--- config.mk ---
export PLATFORM = sky130hd
export DESIGN_NAME = chunked_transfer_decoder_unit
export DESIGN_NICKNAME = d
export VERILOG_FILES = /design/src/hdl/ctd_pkg.sv /design/src/hdl/chunked_transfer_decoder_unit.sv
export SDC_FILE = /design/constraint.sdc
export NUM_CORES = 1
export LEC_CHECK = 0
export BUFFER_PORTS_ARGS = -buffer_cell sky130_fd_sc_hd__buf_4
export CORE_MARGIN = 2
export CORE_UTILIZATION = 50
export DETAILED_ROUTE_END_ITERATION = 7
export PLACE_DENSITY = 0.79
export SYNTH_ARGS = -nofsm -noshare
export SYNTH_HDL_FRONTEND = slang
export SYNTH_SLANG_ARGS = --single-unit
--- constraint.sdc ---
create_clock -name clk_i -period 3.56 [get_ports clk_i]
set_input_delay 0.89 -clock clk_i [delete_from_list [all_inputs] [get_ports clk_i]]
set_output_delay 0.89 -clock clk_i [all_outputs]
set_load 0.02 [all_outputs]
--- src/hdl/ctd_pkg.sv ---
package ctd_pkg;

  localparam int unsigned KindW = 2;
  localparam int unsigned ErrW  = 2;
  localparam int unsigned ByteW = 8;
  localparam int unsigned CfgW  = 4;

  typedef enum logic [KindW-1:0] {
    KIND_PAYLOAD = 2'd0,
    KIND_END     = 2'd1,
    KIND_ERROR   = 2'd2
  } kind_e;

  typedef enum logic [ErrW-1:0] {
    ERR_NONE  = 2'd0,
    ERR_LONG  = 2'd1,
    ERR_CHAR  = 2'd2,
    ERR_DELIM = 2'd3
  } err_e;

  localparam logic [ByteW-1:0] ChCr = 8'h0D;
  localparam logic [ByteW-1:0] ChLf = 8'h0A;

  localparam logic [CfgW-1:0] DigitsReset = 4'd6;
  localparam logic [CfgW-1:0] DigitsMin   = 4'd1;
  localparam logic [CfgW-1:0] DigitsMax   = 4'd8;

  typedef struct packed {
    kind_e             kind;
    logic [ByteW-1:0]  data;
    logic              last;
    err_e              err;
  } result_t;

endpackage

--- src/hdl/chunked_transfer_decoder_unit.sv ---
// Channel   Direction  Handshake                 Payload
// cfg       in         cfg_valid_i / cfg_ready_o max_size_digits_i
// in        in         in_valid_i / in_ready_o   rx_byte_i
// out       out        out_valid_o / out_ready_i result_kind_o, payload_byte_o,
//                                                chunk_last_o, error_code_o
//
// One byte is taken per cycle while in_ready_o is high; its result, if any,
// enters a two-entry result buffer behind the parser and is shown once any
// older results are taken; in_ready_o drops whenever both entries are full.
// Reset clears the parser to the size line and sets max_size_digits to 6.
// After an end of stream or an error, bytes are taken and dropped until reset.
module chunked_transfer_decoder_unit #(
  parameter int unsigned SIZE_BITS = 32
) (
  input  logic                       clk_i,
  input  logic                       rst_ni,
  input  logic                       cfg_valid_i,
  output logic                       cfg_ready_o,
  input  logic [ctd_pkg::CfgW-1:0]   max_size_digits_i,
  input  logic                       in_valid_i,
  output logic                       in_ready_o,
  input  logic [ctd_pkg::ByteW-1:0]  rx_byte_i,
  output logic                       out_valid_o,
  input  logic                       out_ready_i,
  output logic [ctd_pkg::KindW-1:0]  result_kind_o,
  output logic [ctd_pkg::ByteW-1:0]  payload_byte_o,
  output logic                       chunk_last_o,
  output logic [ctd_pkg::ErrW-1:0]   error_code_o
);
  import ctd_pkg::*;

  localparam logic [2:0] PhSize = 3'd0;
  localparam logic [2:0] PhData = 3'd1;
  localparam logic [2:0] PhDcr  = 3'd2;
  localparam logic [2:0] PhDlf  = 3'd3;
  localparam logic [2:0] PhEnd  = 3'd4;
  localparam logic [2:0] PhHalt = 3'd5;

  logic [CfgW-1:0]      max_digits_q;
  logic [CfgW-1:0]      limit;
  logic [2:0]           phase_q, phase_d;
  logic [SIZE_BITS-1:0] acc_q, acc_d;
  logic [SIZE_BITS-1:0] rem_q, rem_d;
  logic [SIZE_BITS-1:0] acc_shift, rem_dec;
  logic [CfgW-1:0]      dcnt_q, dcnt_d;
  logic                 cr_q, cr_d;
  logic                 is_hex;
  logic [3:0]           hex_val;
  logic                 in_accept;
  logic                 res_valid;
  result_t              res;

  result_t              fifo_q [2];
  logic                 wr_ptr_q, rd_ptr_q;
  logic [1:0]           count_q;
  logic                 push, pop;

  assign cfg_ready_o = 1'b1;
  assign in_ready_o  = (count_q != 2'd2);
  assign in_accept   = in_valid_i & in_ready_o;

  always_comb begin
    if (max_digits_q < DigitsMin) begin
      limit = DigitsMin;
    end else if (max_digits_q > DigitsMax) begin
      limit = DigitsMax;
    end else begin
      limit = max_digits_q;
    end
  end

  always_comb begin
    is_hex  = 1'b1;
    hex_val = 4'd0;
    if (rx_byte_i >= 8'h30 && rx_byte_i <= 8'h39) begin
      hex_val = rx_byte_i[3:0];
    end else if ((rx_byte_i >= 8'h41 && rx_byte_i <= 8'h46) ||
                 (rx_byte_i >= 8'h61 && rx_byte_i <= 8'h66)) begin
      hex_val = rx_byte_i[3:0] + 4'd9;
    end else begin
      is_hex = 1'b0;
    end
  end

  assign acc_shift = SIZE_BITS'({acc_q, hex_val});
  assign rem_dec   = rem_q - SIZE_BITS'(1);

  always_comb begin
    phase_d   = phase_q;
    acc_d     = acc_q;
    rem_d     = rem_q;
    dcnt_d    = dcnt_q;
    cr_d      = cr_q;
    res_valid = 1'b0;
    res       = '{kind: KIND_PAYLOAD, data: '0, last: 1'b0, err: ERR_NONE};
    if (in_accept) begin
      unique case (phase_q)
        PhSize: begin
          if (cr_q) begin
            if (rx_byte_i != ChLf) begin
              phase_d   = PhHalt;
              res_valid = 1'b1;
              res.kind  = KIND_ERROR;
              res.err   = ERR_CHAR;
            end else begin
              acc_d  = '0;
              dcnt_d = '0;
              cr_d   = 1'b0;
              if (acc_q == '0) begin
                phase_d   = PhEnd;
                res_valid = 1'b1;
                res.kind  = KIND_END;
              end else begin
                rem_d   = acc_q;
                phase_d = PhData;
              end
            end
          end else if (rx_byte_i == ChCr) begin
            cr_d = 1'b1;
          end else if (!is_hex) begin
            phase_d   = PhHalt;
            res_valid = 1'b1;
            res.kind  = KIND_ERROR;
            res.err   = ERR_CHAR;
          end else if (dcnt_q >= limit) begin
            phase_d   = PhHalt;
            res_valid = 1'b1;
            res.kind  = KIND_ERROR;
            res.err   = ERR_LONG;
          end else begin
            dcnt_d = dcnt_q + 4'd1;
            acc_d  = acc_shift;
          end
        end
        PhData: begin
          rem_d     = rem_dec;
          res_valid = 1'b1;
          res.data  = rx_byte_i;
          if (rem_dec == '0) begin
            phase_d  = PhDcr;
            res.last = 1'b1;
          end
        end
        PhDcr: begin
          if (rx_byte_i != ChCr) begin
            phase_d   = PhHalt;
            res_valid = 1'b1;
            res.kind  = KIND_ERROR;
            res.err   = ERR_DELIM;
          end else begin
            phase_d = PhDlf;
          end
        end
        PhDlf: begin
          if (rx_byte_i != ChLf) begin
            phase_d   = PhHalt;
            res_valid = 1'b1;
            res.kind  = KIND_ERROR;
            res.err   = ERR_DELIM;
          end else begin
            acc_d   = '0;
            dcnt_d  = '0;
            cr_d    = 1'b0;
            phase_d = PhSize;
          end
        end
        default: begin
          phase_d = phase_q;
        end
      endcase
    end
  end

  always_ff @(posedge clk_i or negedge rst_ni) begin
    if (!rst_ni) begin
      max_digits_q <= DigitsReset;
      phase_q      <= PhSize;
      acc_q        <= '0;
      rem_q        <= '0;
      dcnt_q       <= '0;
      cr_q         <= 1'b0;
    end else begin
      if (cfg_valid_i && cfg_ready_o) begin
        max_digits_q <= max_size_digits_i;
      end
      phase_q <= phase_d;
      acc_q   <= acc_d;
      rem_q   <= rem_d;
      dcnt_q  <= dcnt_d;
      cr_q    <= cr_d;
    end
  end

  assign push = in_accept & res_valid;
  assign pop  = out_valid_o & out_ready_i;

  always_ff @(posedge clk_i or negedge rst_ni) begin
    if (!rst_ni) begin
      wr_ptr_q <= 1'b0;
      rd_ptr_q <= 1'b0;
      count_q  <= 2'd0;
    end else begin
      if (push) begin
        wr_ptr_q <= ~wr_ptr_q;
      end
      if (pop) begin
        rd_ptr_q <= ~rd_ptr_q;
      end
      count_q <= count_q + {1'b0, push} - {1'b0, pop};
    end
  end

  always_ff @(posedge clk_i) begin
    if (push) begin
      fifo_q[wr_ptr_q] <= res;
    end
  end

  assign out_valid_o    = (count_q != 2'd0);
  assign result_kind_o  = fifo_q[rd_ptr_q].kind;
  assign payload_byte_o = fifo_q[rd_ptr_q].data;
  assign chunk_last_o   = fifo_q[rd_ptr_q].last;
  assign error_code_o   = fifo_q[rd_ptr_q].err;

endmodule

==> metrics.yaml <==
outcome:
  status: "complete, no violations"
grt:
  gr-usage-met1_pct: 33.4
  grt_first_pass_wirelength_mm: 22.9
  use_met2_pct: 34.8
  grt_use_met3_pct: 2.97
  grt_max_degree: 81
  grt_pass1_vias: 4497
  grt_use_total_pct: 22.7
  top_usage_layer: "met2"
  gr-total-overflow: 0
  grt_antenna_before_repair: 0
clock_tree:
  clk_pin_slew_ns: 0.08
  clockBufferDepth: 2
  numCtsBuffers: 9
  tritoncts: "built"
  cts_setup_buffers: 0
  hold_buffers: 0
  clk_latency_ns: 0.35
  postCtsResizedCells: 0
  htreeDepth: 3
  cts.sinks: 106
  cts-root-buf: "clkbuf_16"
worst_hold_path:
  holdPathEnd: "wr_ptr_q$_DFFE_PN0P_"
  hold_path.startpoint: "wr_ptr_q$_DFFE_PN0P_"
  hold_depth: 1
  hp-class: "reg -> reg"
finish:
  multi_input_area_um2: 2820
  layoutNonFillerInstCount: 765
  finish.utilization_pct: 57.4
  final_layout_size_suffix_gt1_share_pct: 18.2
  area_growth_pct: 12.4
  seq_area_um2: 2790
  layout.nets: 647
  fillerInstances: 974
  diodes: 0
pwr:
  switchingPower_mw: 1.20
  switching_share_pct: 33.9
  power_frac_comb_pct: 28.0
  power.density_nw_per_um2: 542
  p_int_mw: 2.35
  vdd_ir_drop_max_uv: 318
  pwr-share-seq_pct: 44.3
  power_frac_clock_pct: 27.7
  leakage_nw: 2.68
sta:
  post-route-period-util_pct: 90.5
  hold_slack_ns: 0.501
  worstMarginPinSlew_ns: 0.986
  min_period_ns: 3.22
  rsz0062_at_grt: "false"
  slew_violations: 0
  finClkSkew_ns: 0.00678
  fmaxAchievable_ghz: 0.310
  setup_viol: 0
  relSlewSlack_pct: 34.2
  tns_ns: 0
  finalHoldViolCount: 0
floorplanning:
  start_util_pct: 51.1
  die_area_um2: 12500
  io_pins: 33
  die_w_um: 112
  rows: 39
  core_area_um2: 11400
  fp.dieH_um: 112
logic_synthesis:
  syn-mean-instance-area_um2: 9.92
  synth.area.top_cells: "dfrtp_1 33%, edfxtp_1 13%, a22o_1 5.0%"
  synth_common_cells: "78 x dfrtp_1, 49 x nor2_1, 47 x a21oi_1"
  synth_nets: 618
  ys_async_sr_fraction_pct: 75.5
  synth_top_area_share_pct: 33.5
  synth_edf_count: 26
  yosysWarnings: 0
  synth.most_common_cell: "dfrtp_1"
  synth_top_area_cell: "dfrtp_1"
  synth_cell_type_count: 75
  ys.flop_type: "dfrtp_1"
  yosysSeqAreaShare_pct: 47.7
  ys_seq_elements: 106
  netlist_instances: 588
  synth_area_um2: 5830
worst_setup_path:
  crit_fanout: 5
  worst_path_largest_cell_delay_ns: 0.45
  critPathArrivalTime_ns: 3.49
  cp.required_ns: 3.83
  reg2reg_setup_slack_ns: 0.51
  r2r_cells: 9
  reg2reg_from: "rem_q[0]$_DFFE_PN0P_"
  regToRegEndpoint: "phase_q[0]$_DFFE_PN0P_"
  worst-setup-path-type: "in -> reg"
  endpoint_kind: "register"
  cp-start-kind: "primary input"
  crit_path_top_delay_cell: "or3b_2"
  cp_cell_sequence: "buf_4 > inv_1 > ha_1 > or3b_2 > a31oi_1 > o21ai_0 > o21ai_0 > o21ba_2 > inv_1 > ha_1 > inv_1 > ha_1 > xnor2_1 > xnor2_1"
route:
  dr.pass1.iters: 7
  via_count: 4832
  finalWirelength_mm: 14.0
  wire_per_inst_um: 18.3
  drc: 0
  viasPerCell: 6.32
  initialDrtViolationCount: 628
  antenna_left: 0
placement:
  dp_hpwl_mm: 10.0
  portBuffers: 31
  gp_congestion: 0.948
  dp.cells: 749
job:
  cap_violations: 0
## through the flow
step,total power [mW],setup WS (ns),instance area [um^2]
after floorplan,2.22,0.156,5830
after global placement,2.56,0.142,6250
after detailed placement,2.59,0.0395,6250
after CTS,3.57,0.376,6550
after global routing,3.74,0.189,6550
final,3.55,0.338,6550
## worst max-delay path, delay by kind of cell
kind            cells  cell delay (ns)
compound gates      4             0.87
xor+xnor            2             0.30
fa+ha+maj           3             0.66
buf+inv             4             0.33
simple gates        1             0.45
## registers in the layout, summed over array words and instances (netlist names)
signal,flops
acc_q,32
count_q,2
cr_q,1
dcnt_q,4
fifo_q,26
max_digits_q,4
phase_q,3
rd_ptr_q,1
rem_q,32
wr_ptr_q,1
## kinds of logic after synthesis
group	count (synthesis)	share of synthesized area [%]
simple gates	212	20.2
compound gates	177	20.0
flops	106	47.7
buf+inv	49	3.95
mux	19	3.65
fa+ha+maj	13	2.79
xor+xnor	11	1.65
other cells	1	0.0643
## power groups by stage
stage	registers [mW]	logic, mW	clock network [mW]
final	1.57	0.996	0.984
after global routing	1.60	1.09	1.05
after CTS	1.57	1.00	0.999
after detailed placement	1.59	0.996	0
after global placement	1.58	0.976	0
after floorplan	1.52	0.691	0
## per-layer routing
metal  share of wire (%)  routed length, um
met5                   0                  0
met4                 1.8                255
met3                 5.6                782
met2                  47               6570
met1                  46               6380
## how the worst max path moves through the flow
stage / slack (ns) / cells past startpoint / end / start
global route: 0.19 / 14 / count_q[1]$_DFF_PN0_ / rx_byte_i[1]
finish: 0.34 / 14 / count_q[1]$_DFF_PN0_ / rx_byte_i[0]
floorplan: 0.16 / 8 / fifo_q[0][0]$_DFFE_PP_ / rx_byte_i[1]
CTS: 0.38 / 14 / count_q[1]$_DFF_PN0_ / rx_byte_i[1]
detailed placement: 0.04 / 14 / count_q[1]$_DFF_PN0_ / rx_byte_i[1]
global placement: 0.14 / 14 / count_q[1]$_DFF_PN0_ / rx_byte_i[0]
## final cells by class
cell class	count	share of cell area (%)
well taps	143	2.73
flip-flops and latches	106	42.5
clock inverters	7	1.13
multi-input cells	433	43.1
clock buffers	9	3.44
inverters	16	0.916
repair buffers	51	6.22
## layout by cell type (no fill, tap or decap), drive strengths merged, types with 4 or more instances in the layout
cell type / instances
ha: 13
nor4b: 4
nand4: 13
o22ai: 9
nor4: 23
a22oi: 6
and2: 8
xor2: 4
or4: 4
edfxtp: 26
inv: 21
a21oi: 47
dfrtp: 78
nand3: 18
mux2: 18
nand2: 32
o31ai: 4
xnor2: 7
a31oi: 7
or3: 6
o211ai: 7
or2: 4
buf: 51
nor3: 23
o21ai: 42
nand2b: 9
nor2: 49
nor2b: 4
a22o: 33
clkbuf: 9
Power figures use the tool's default switching activity.
